===== config.mk =====
export PLATFORM = sky130hd
export DESIGN_NAME = struct_member_layout
export DESIGN_NICKNAME = d
export VERILOG_FILES = /design/src/hw/rtl/sml_pkg.sv /design/src/hw/rtl/sml_rem.sv /design/src/hw/rtl/sml_core.sv /design/src/hw/rtl/struct_member_layout.sv
export SDC_FILE = /design/constraint.sdc
export NUM_CORES = 1
export LEC_CHECK = 0
export ABC_AREA = 1
export BUFFER_PORTS_ARGS = -buffer_cell sky130_fd_sc_hd__buf_2
export CAP_MARGIN = 20
export CORE_MARGIN = 2
export CORE_UTILIZATION = 45
export CTS_BUF_LIST = sky130_fd_sc_hd__clkbuf_8
export DETAILED_ROUTE_END_ITERATION = 7
export PLACE_DENSITY = 0.74
export SLEW_MARGIN = 40
export SYNTH_ARGS = -nofsm -noshare
export SYNTH_HDL_FRONTEND = slang
export SYNTH_SLANG_ARGS = --single-unit

===== constraint.sdc =====
create_clock -name clk_i -period 14.9 [get_ports clk_i]
set_input_delay 2.98 -clock clk_i [delete_from_list [all_inputs] [get_ports clk_i]]
set_output_delay 2.98 -clock clk_i [all_outputs]
set_load 0.05 [all_outputs]

===== src/hw/rtl/sml_pkg.sv =====
// Shared types, constants and register codes for the struct member layout block.
// Used by sml_rem, sml_core and struct_member_layout; depends on nothing.
`default_nettype none

package sml_pkg;

  // Default width of byte offsets and sizes; the bit cursor is three bits wider.
  localparam int OFFSET_BITS_DEF = 24;

  // Fixed field widths of one member word and one result word.
  localparam int SIZE_W   = 20;
  localparam int ALIGN_W  = 9;
  localparam int FBITS_W  = 7;
  localparam int OFF_W    = 24;
  localparam int BOFF_W   = 6;
  localparam int IN_DW    = 48;
  localparam int OUT_DW   = 64;
  localparam int CFG_IDX_W = 2;

  // Configuration register indexes.
  localparam logic [CFG_IDX_W-1:0] CFG_PACKED    = 2'd0;
  localparam logic [CFG_IDX_W-1:0] CFG_UNION     = 2'd1;
  localparam logic [CFG_IDX_W-1:0] CFG_MIN_ALIGN = 2'd2;

  typedef struct packed {
    logic               packed_mode;
    logic               union_mode;
    logic [ALIGN_W-1:0] struct_min_align;
  } cfg_t;

  typedef struct packed {
    logic [SIZE_W-1:0]  member_size;
    logic [ALIGN_W-1:0] member_natural_align;
    logic [ALIGN_W-1:0] member_explicit_align;
    logic               is_bit_field;
    logic [FBITS_W-1:0] field_bits;
    logic               last_member;
  } in_item_t;

  typedef struct packed {
    logic [OFF_W-1:0]   byte_offset;
    logic [BOFF_W-1:0]  bit_offset;
    logic [OFF_W-1:0]   total_size;
    logic [ALIGN_W-1:0] struct_align;
    logic               layout_done;
    logic               overflow;
  } res_t;

  typedef struct packed {
    logic busy;
    logic done;
  } rem_stat_t;

endpackage

`default_nettype wire


===== src/hw/rtl/sml_rem.sv =====
// Bit-serial remainder unit: cursor byte position modulo the bitfield type size.
// One dividend bit per cycle; depends on sml_pkg.
`default_nettype none

module sml_rem
  import sml_pkg::*;
#(
  parameter int OFFSET_BITS = OFFSET_BITS_DEF
) (
  input  wire logic                   clk_i,
  input  wire logic                   rst_ni,
  input  wire logic                   start_i,
  input  wire logic                   clear_i,
  input  wire logic [OFFSET_BITS-1:0] dividend_i,
  input  wire logic [SIZE_W-1:0]      divisor_i,
  output rem_stat_t                   status_o,
  output logic [SIZE_W-1:0]           rem_o
);

  localparam int CNTW = $clog2(OFFSET_BITS + 1);

  logic                   busy_q, busy_d;
  logic                   done_q, done_d;
  logic [CNTW-1:0]        cnt_q, cnt_d;
  logic [SIZE_W-1:0]      rem_q, rem_d;
  logic [OFFSET_BITS-1:0] dvd_q, dvd_d;
  logic [SIZE_W:0]        trial;

  always_comb begin
    busy_d = busy_q;
    done_d = done_q;
    cnt_d  = cnt_q;
    rem_d  = rem_q;
    dvd_d  = dvd_q;
    trial  = {rem_q, dvd_q[OFFSET_BITS-1]};
    if (clear_i) begin
      done_d = 1'b0;
    end else if (start_i) begin
      busy_d = 1'b1;
      cnt_d  = CNTW'(OFFSET_BITS);
      rem_d  = '0;
      dvd_d  = dividend_i;
    end else if (busy_q) begin
      // Restoring step: the partial remainder stays below the divisor.
      if (trial >= {1'b0, divisor_i}) begin
        rem_d = SIZE_W'(trial - {1'b0, divisor_i});
      end else begin
        rem_d = trial[SIZE_W-1:0];
      end
      dvd_d = {dvd_q[OFFSET_BITS-2:0], 1'b0};
      cnt_d = cnt_q - CNTW'(1);
      if (cnt_q == CNTW'(1)) begin
        busy_d = 1'b0;
        done_d = 1'b1;
      end
    end
  end

  always_ff @(posedge clk_i or negedge rst_ni) begin
    if (!rst_ni) begin
      busy_q <= 1'b0;
      done_q <= 1'b0;
      cnt_q  <= '0;
    end else begin
      busy_q <= busy_d;
      done_q <= done_d;
      cnt_q  <= cnt_d;
    end
  end

  always_ff @(posedge clk_i) begin
    rem_q <= rem_d;
    dvd_q <= dvd_d;
  end

  assign status_o.busy = busy_q;
  assign status_o.done = done_q;
  assign rem_o         = rem_q;

endmodule

`default_nettype wire


===== src/hw/rtl/sml_core.sv =====
// Layout step for one member plus the running cursor, union extent and alignment.
// Depends on sml_pkg; the remainder for non-power-of-two bitfield units comes from sml_rem.
`default_nettype none

module sml_core
  import sml_pkg::*;
#(
  parameter int OFFSET_BITS = OFFSET_BITS_DEF
) (
  input  wire logic                   clk_i,
  input  wire logic                   rst_ni,
  input  wire logic                   fire_i,
  input  wire in_item_t               item_i,
  input  wire cfg_t                   cfg_i,
  input  wire logic [SIZE_W-1:0]      rem_i,
  output res_t                        res_o,
  output logic                        mod_slow_o,
  output logic [OFFSET_BITS-1:0]      cur_bytes_o
);

  localparam int W  = OFFSET_BITS;
  localparam int CW = W + 3;
  localparam int AW = ((CW > 23) ? CW : 23) + 1;
  localparam int UW = ((W > SIZE_W) ? W : SIZE_W) + 1;
  localparam int RW = W + 2;
  localparam logic [W-1:0]  OFF_MAX = '1;
  localparam logic [CW-1:0] CUR_MAX = '1;

  logic [CW-1:0]      cursor_q, cursor_d;
  logic [W-1:0]       extent_q, extent_d;
  logic [ALIGN_W-1:0] ralign_q, ralign_d;
  logic               ovf_q, ovf_d;

  logic [ALIGN_W-1:0] nat_a, mem_align, salign;
  logic               unit_nz, size_pow2, need_mod, ovf_n;
  logic [SIZE_W-1:0]  rem_b;
  logic [AW-1:0]      cur_a, unit_a, r0_a, base_a, up_a, cur1_a, start_a, boff_a, next_a;
  logic [SIZE_W-1:0]  ext;
  logic [7:0]         ext_bits;
  logic [W-1:0]       ext_s, off;
  logic [CW:0]        cur7;
  logic [RW-1:0]      bpos, mam1, rnd, bytes, sam1, tot_r;
  logic [UW-1:0]      endpos;
  logic [CW:0]        curn7;
  logic [BOFF_W-1:0]  boff;
  logic [W-1:0]       total;

  always_comb begin
    cursor_d  = cursor_q;
    extent_d  = extent_q;
    off       = '0;
    boff      = '0;
    ovf_n     = 1'b0;
    ext       = '0;
    ext_bits  = '0;
    ext_s     = '0;
    cur7      = '0;
    bpos      = '0;
    rnd       = '0;
    endpos    = '0;
    cur1_a    = '0;
    start_a   = '0;
    boff_a    = '0;
    next_a    = '0;
    total     = '0;
    salign    = ALIGN_W'(1);
    bytes     = '0;
    sam1      = '0;
    tot_r     = '0;
    curn7     = '0;

    nat_a     = (item_i.member_natural_align == '0) ? ALIGN_W'(1) : item_i.member_natural_align;
    mem_align = cfg_i.packed_mode ? ALIGN_W'(1) : nat_a;
    if (item_i.member_explicit_align > mem_align) begin
      mem_align = item_i.member_explicit_align;
    end
    mam1 = RW'(mem_align) - RW'(1);

    unit_nz   = (item_i.member_size != '0);
    size_pow2 = unit_nz && ((item_i.member_size & (item_i.member_size - SIZE_W'(1))) == '0);
    need_mod  = !cfg_i.union_mode && item_i.is_bit_field && unit_nz &&
                !(item_i.field_bits == '0 && cfg_i.packed_mode);

    // Byte remainder of the cursor: a mask for power-of-two units, else the serial unit.
    if (size_pow2) begin
      rem_b = SIZE_W'(cursor_q[CW-1:3] & W'(item_i.member_size - SIZE_W'(1)));
    end else begin
      rem_b = rem_i;
    end

    cur_a  = AW'(cursor_q);
    unit_a = AW'({item_i.member_size, 3'b000});
    r0_a   = AW'({rem_b, cursor_q[2:0]});
    base_a = cur_a - r0_a;
    up_a   = base_a + unit_a;

    if (cfg_i.union_mode) begin
      ext_bits = ({1'b0, item_i.field_bits} + 8'd7) >> 3;
      ext      = item_i.is_bit_field ? SIZE_W'(ext_bits) : item_i.member_size;
      if (UW'(ext) > UW'(OFF_MAX)) begin
        ext_s = OFF_MAX;
        ovf_n = 1'b1;
      end else begin
        ext_s = W'(ext);
      end
      if (ext_s > extent_q) begin
        extent_d = ext_s;
      end
    end else if (item_i.is_bit_field) begin
      if (item_i.field_bits == '0) begin
        cur1_a = cur_a;
        if (!cfg_i.packed_mode && unit_nz && r0_a != '0) begin
          if (up_a > AW'(CUR_MAX)) begin
            cur1_a = AW'(CUR_MAX);
            ovf_n  = 1'b1;
          end else begin
            cur1_a = up_a;
          end
        end
        off      = cur1_a[CW-1:3];
        cursor_d = cur1_a[CW-1:0];
      end else begin
        if (unit_nz) begin
          cur1_a  = cur_a;
          start_a = base_a;
          boff_a  = r0_a;
          // The field would straddle a unit: move to the next unit start.
          if (!cfg_i.packed_mode && (r0_a + AW'(item_i.field_bits) > unit_a) &&
              r0_a != '0) begin
            if (up_a > AW'(CUR_MAX)) begin
              cur1_a = AW'(CUR_MAX);
              boff_a = AW'(CUR_MAX) - base_a;
              ovf_n  = 1'b1;
            end else begin
              cur1_a  = up_a;
              start_a = up_a;
              boff_a  = '0;
            end
          end
          off = start_a[CW-1:3];
        end else begin
          cur1_a = cur_a;
          off    = cursor_q[CW-1:3];
          boff_a = AW'(cursor_q[2:0]);
        end
        next_a = cur1_a + AW'(item_i.field_bits);
        if (next_a > AW'(CUR_MAX)) begin
          cursor_d = CUR_MAX;
          ovf_n    = 1'b1;
        end else begin
          cursor_d = next_a[CW-1:0];
        end
        if (boff_a > AW'(63)) begin
          boff  = '1;
          ovf_n = 1'b1;
        end else begin
          boff = boff_a[BOFF_W-1:0];
        end
      end
    end else begin
      cur7 = {1'b0, cursor_q} + (CW+1)'(7);
      bpos = RW'(cur7[CW:3]);
      rnd  = (bpos + mam1) & ~mam1;
      if (rnd > RW'(OFF_MAX)) begin
        off   = OFF_MAX;
        ovf_n = 1'b1;
      end else begin
        off = rnd[W-1:0];
      end
      endpos = UW'(off) + UW'(item_i.member_size);
      if (endpos > UW'(OFF_MAX)) begin
        cursor_d = CUR_MAX;
        ovf_n    = 1'b1;
      end else begin
        cursor_d = {endpos[W-1:0], 3'b000};
      end
    end

    ralign_d = (mem_align > ralign_q) ? mem_align : ralign_q;

    if (item_i.last_member) begin
      salign = (cfg_i.struct_min_align > ralign_d) ? cfg_i.struct_min_align : ralign_d;
      curn7  = {1'b0, cursor_d} + (CW+1)'(7);
      bytes  = cfg_i.union_mode ? RW'(extent_d) : RW'(curn7[CW:3]);
      sam1   = RW'(salign) - RW'(1);
      tot_r  = (bytes + sam1) & ~sam1;
      if (tot_r > RW'(OFF_MAX)) begin
        total = OFF_MAX;
        ovf_n = 1'b1;
      end else begin
        total = tot_r[W-1:0];
      end
    end

    ovf_d = ovf_q | ovf_n;
  end

  always_ff @(posedge clk_i or negedge rst_ni) begin
    if (!rst_ni) begin
      cursor_q <= '0;
      extent_q <= '0;
      ralign_q <= ALIGN_W'(1);
      ovf_q    <= 1'b0;
    end else if (fire_i) begin
      if (item_i.last_member) begin
        cursor_q <= '0;
        extent_q <= '0;
        ralign_q <= ALIGN_W'(1);
        ovf_q    <= 1'b0;
      end else begin
        cursor_q <= cursor_d;
        extent_q <= extent_d;
        ralign_q <= ralign_d;
        ovf_q    <= ovf_d;
      end
    end
  end

  assign res_o.byte_offset  = OFF_W'(off);
  assign res_o.bit_offset   = boff;
  assign res_o.total_size   = OFF_W'(total);
  assign res_o.struct_align = salign;
  assign res_o.layout_done  = item_i.last_member;
  assign res_o.overflow     = ovf_d;
  assign mod_slow_o         = need_mod && !size_pow2;
  assign cur_bytes_o        = cursor_q[CW-1:3];

endmodule

`default_nettype wire


===== src/hw/rtl/struct_member_layout.sv =====
// An accepted member word waits in the input register until it fires into the result register.
// A bitfield whose declared type size is not a power of two also waits there for the bit-serial
// remainder unit; all other members go through at one per cycle while the output does not stall.
// A held result stalls intake once the input register is full, until the held result is taken.
// Reset (rst_ni low, asynchronous) clears the configuration, the layout state and all valids.
`default_nettype none

module struct_member_layout
  import sml_pkg::*;
#(
  parameter int OFFSET_BITS = OFFSET_BITS_DEF
) (
  input  wire logic                 clk_i,
  input  wire logic                 rst_ni,
  input  wire logic                 cfg_we_i,
  input  wire logic [CFG_IDX_W-1:0] cfg_idx_i,
  input  wire logic [ALIGN_W-1:0]   cfg_data_i,
  input  wire logic                 s_axis_tvalid,
  output logic                      s_axis_tready,
  // member_size, member_natural_align, member_explicit_align, field_bits, zero fill
  input  wire logic [IN_DW-1:0]     s_axis_tdata,
  // is_bit_field
  input  wire logic                 s_axis_tuser,
  input  wire logic                 s_axis_tlast,
  output logic                      m_axis_tvalid,
  input  wire logic                 m_axis_tready,
  // byte_offset, bit_offset, total_size, struct_align, zero fill
  output logic [OUT_DW-1:0]         m_axis_tdata,
  // overflow
  output logic                      m_axis_tuser,
  output logic                      m_axis_tlast
);

  cfg_t      cfg_q;
  logic      in_vld_q;
  in_item_t  in_q;
  logic      out_vld_q;
  res_t      out_q;
  res_t      res;
  logic      fire, rem_ok, mod_slow, rem_start;
  rem_stat_t rem_stat;
  logic [SIZE_W-1:0]      rem_val;
  logic [OFFSET_BITS-1:0] cur_bytes;

  always_ff @(posedge clk_i or negedge rst_ni) begin
    if (!rst_ni) begin
      cfg_q <= '0;
    end else if (cfg_we_i) begin
      case (cfg_idx_i)
        CFG_PACKED:    cfg_q.packed_mode      <= cfg_data_i[0];
        CFG_UNION:     cfg_q.union_mode       <= cfg_data_i[0];
        CFG_MIN_ALIGN: cfg_q.struct_min_align <= cfg_data_i;
        default:       cfg_q                  <= cfg_q;
      endcase
    end
  end

  assign rem_ok        = !mod_slow || rem_stat.done;
  assign fire          = in_vld_q && rem_ok && (!out_vld_q || m_axis_tready);
  assign s_axis_tready = !in_vld_q || fire;
  assign rem_start     = in_vld_q && mod_slow && !rem_stat.busy && !rem_stat.done;

  always_ff @(posedge clk_i or negedge rst_ni) begin
    if (!rst_ni) begin
      in_vld_q  <= 1'b0;
      out_vld_q <= 1'b0;
    end else begin
      if (s_axis_tready) begin
        in_vld_q <= s_axis_tvalid;
      end
      if (fire) begin
        out_vld_q <= 1'b1;
      end else if (m_axis_tready) begin
        out_vld_q <= 1'b0;
      end
    end
  end

  always_ff @(posedge clk_i) begin
    if (s_axis_tvalid && s_axis_tready) begin
      in_q.member_size           <= s_axis_tdata[19:0];
      in_q.member_natural_align  <= s_axis_tdata[28:20];
      in_q.member_explicit_align <= s_axis_tdata[37:29];
      in_q.field_bits            <= s_axis_tdata[44:38];
      in_q.is_bit_field          <= s_axis_tuser;
      in_q.last_member           <= s_axis_tlast;
    end
    if (fire) begin
      out_q <= res;
    end
  end

  sml_rem #(
    .OFFSET_BITS(OFFSET_BITS)
  ) u_rem (
    .clk_i      (clk_i),
    .rst_ni     (rst_ni),
    .start_i    (rem_start),
    .clear_i    (fire),
    .dividend_i (cur_bytes),
    .divisor_i  (in_q.member_size),
    .status_o   (rem_stat),
    .rem_o      (rem_val)
  );

  sml_core #(
    .OFFSET_BITS(OFFSET_BITS)
  ) u_core (
    .clk_i       (clk_i),
    .rst_ni      (rst_ni),
    .fire_i      (fire),
    .item_i      (in_q),
    .cfg_i       (cfg_q),
    .rem_i       (rem_val),
    .res_o       (res),
    .mod_slow_o  (mod_slow),
    .cur_bytes_o (cur_bytes)
  );

  assign m_axis_tvalid = out_vld_q;
  assign m_axis_tdata  = {1'b0, out_q.struct_align, out_q.total_size,
                          out_q.bit_offset, out_q.byte_offset};
  assign m_axis_tuser  = out_q.overflow;
  assign m_axis_tlast  = out_q.layout_done;

  a_rem_flags : assert property (@(posedge clk_i) disable iff (!rst_ni)
    !(rem_stat.busy && rem_stat.done))
    else $error("remainder unit busy and done together");

  a_fire_out : assert property (@(posedge clk_i) disable iff (!rst_ni)
    fire |=> out_vld_q)
    else $error("computed result did not reach the output register");

  a_rem_owner : assert property (@(posedge clk_i) disable iff (!rst_ni)
    rem_stat.busy |-> (in_vld_q && mod_slow))
    else $error("remainder unit running without a waiting bitfield word");

  a_slow_hold : assert property (@(posedge clk_i) disable iff (!rst_ni)
    (in_vld_q && mod_slow && !rem_stat.done) |-> !fire)
    else $error("bitfield word advanced before its remainder was ready");

endmodule

`default_nettype wire


==> qor.yml <==
outcome: "completed"
drt-total-wl_um: 89800
ctsRootBufferMaster: "clkbuf_8"
path_class: "reg -> reg"
synthMuxAreaShare_pct: 0.269
finalCritPeriodShare_pct: 92.4
timing.hold.ws_ps: 482
drtIter0Drc: 2859
synthSimpleGateAreaFrac_pct: 27.5
crit_arrival_ps: 14090
synth_cells: 3570
cp_num_buf_inv: 13
hold_class: "reg -> reg"
clk-insertion-delay-late_ps: 640
dr.pass1.iters: 6
cts_buffers: 44
finalHoldViolCount: 0
grt_pass1_wl_um: 135000
first_global_vias: 23794
synthAdderAreaFrac_pct: 12.6
synth_top_cell_by_area: "edfxtp_1"
max_slew_margin_pct: 39.0
drv_slew: 0
setup_viol: 0
layout_min_cycle_time_ps: 13760
ys_seq_elements: 237
cp_slowest_cell: "edfxtp_1"
fmax_ghz: 0.0727
clock-sinks: 237
hpwl_um: 71000
cpMostUsedCell: "nand2_1"
vias: 25755
finalInstanceArea_sq_um: 27300
synthFlopType: "edfxtp_1"
nNetsFinal: 4027
worst_slew_pin_slew_ps: 910
end_kind: "register"
avgRoutedWirePerCell_um: 20.2
fp.dieW_um: 238
synth_top_family_by_area: "simple AND/OR/NAND/NOR gates"
required_ps: 15230
slowest_delay_ps: 470
core_region_area_sq_um: 53900
start_util_pct: 45.7
antenna_found_initial: 5
clock_skew_ps: 42.5
clockBufferDepth: 3
drive_gt1_share_pct: 10.7
htree_num_levels: 2
drc: 0
cp_max_fo: 22
num_rows: 85
synth_edf_count: 156
die_area_sq_um: 56600
overflow: 0
max_cap_violations: 0
post-place-ws_ps: 619
yosysUniqueCellTypes: 68
synthTopCellsByArea: "edfxtp_1 (19%), nand2_1 (12%), ha_1 (12%), dfrtp_1 (8.1%), inv_1 (6.5%)"
synth-compound-area-share_pct: 19.0
fp.dieH_um: 238
seq_area_frac_synth_pct: 27.3
port_buffers: 129
start_kind: "register"
critPathTopFamily: "simple AND/OR/NAND/NOR gates"
synthToLayoutAreaGrowth_pct: 10.9
cts_tree: "built"
syn_nets: 3879
synth_xor_area_share_pct: 4.59
layout_setup_ws_ps: 1140
yosys_warnings: 0
avgViaCountPerCell: 5.79
clk_pin_slew_ps: 60
synth_top_area_share_pct: 19.0
placed_cell_area_sq_um: 26300
io_pins: 134
place_congestion: 1.04
syn-cell-area_sq_um: 24600
grt_use_total_pct: 31.3
syn_avg_cell_area_sq_um: 6.90
async_reset_ff_share_pct: 34.2
ant_nets: 0
grt_max_degree: 75
## per-stage QoR
stage,instances,util (%),setup TNS (ps)
2_1_floorplan,3570,-,0
3_3_place_gp,4363,48.6,0
3_5_place_dp,4364,48.7,0
4_1_cts,4443,50.4,0
5_1_grt,4448,50.6,-79.1
6_report,4448,50.6,0
## flip-flops by register name, indices dropped and copies added (netlist names), 5 cells and up
| signal | count |
|---|---|
| u_rem.rem_o | 20 |
| m_axis_tdata | 63 |
| u_rem.cnt_q | 5 |
| u_core.ralign_q | 9 |
| u_core.extent_q | 24 |
| u_core.cursor_q | 27 |
| in_q | 47 |
| cfg_q | 11 |
| u_rem.dvd_q | 24 |
## worst paths after layout
path                                start  cells after the start  slack (ps)                 end
setup / recovery                 in_q[28]                     87        1140    m_axis_tdata[31]
hold / removal             u_rem.cnt_q[4]                      1         480      u_rem.cnt_q[4]
setup reg to reg                 in_q[28]                     87        1140    m_axis_tdata[31]
hold reg to reg            u_rem.cnt_q[4]                      1         480      u_rem.cnt_q[4]
max in group asynchronous          rst_ni                      3       11940  u_core.cursor_q[9]
min in group asynchronous          rst_ni                      1        2150            cfg_q[6]
## final cells by class
type,count,area (sq um)
Fill cell,5422,26600
Sequential cell,237,6710
Multi-Input combinational cell,2780,15900
Clock inverter,33,270
Inverter,455,1710
Antenna cell,1,2.50
Tap cell,696,871
Timing Repair Buffer,200,1240
Clock buffer,46,633
## cell usage in the layout (no fill, tap or decap), types with 14 or more instances in the layout
master / Yosys / routed
inv_1: 425 / 434
buf_2: 9 / 128
o21bai_1: 18 / 17
nor2_2: 12 / 15
xor2_1: 89 / 88
nand4_1: 44 / 44
dfrtp_1: 80 / 79
inv_2: 15 / 16
nand3_1: 164 / 163
or2_2: 20 / 20
nor4_1: 23 / 18
a21o_1: 14 / 14
clkbuf_8: 0 / 46
xnor2_1: 40 / 40
ha_1: 236 / 235
buf_4: 1 / 66
a211oi_1: 32 / 32
nor2_1: 383 / 379
nor3_1: 37 / 33
a21oi_1: 290 / 289
clkinv_1: 15 / 23
o21ai_1: 36 / 46
nand3b_1: 17 / 17
o21ai_0: 295 / 283
nand2_1: 800 / 795
o22ai_1: 41 / 41
nand2_2: 29 / 34
a31oi_1: 17 / 16
edfxtp_1: 156 / 156
## cells in the mapped netlist, drive strengths merged (40+ instances only)
master,count
nor2,402
edfxtp,156
xor2,89
inv,440
nand3,170
o21ai,336
dfrtp,80
nand2,833
xnor2,40
o22ai,41
nor3,43
clkbuf,72
ha,236
a21oi,290
nand4,44
## repair_timing
item                       CTS  global route
setup endpoints to repair    0            25
hold buffers                 0             0
gates resized for setup      0            35
buffers inserted             0             3
## logic make-up after synthesis
| kind of cell | count (synthesis) |
|---|---|
| buf+inv | 553 |
| simple gates | 1567 |
| mux | 6 |
| flops | 237 |
| other cells | 1 |
| compound gates | 834 |
| fa+ha+maj | 243 |
| xor+xnor | 129 |
## routing by layer
metal  GRT usage, %  vias up  part of all wire, %
met3           6.79      255                   10
li1               -    12383                    -
met5              0        -                0.046
met2           46.7     1237                   42
met1           42.5    11874                   42
met4           16.0        6                  5.5
Power is left out: the tool's default activity adds up to more than one toggle a clock period on the data nets, which glitch-free logic cannot reach.
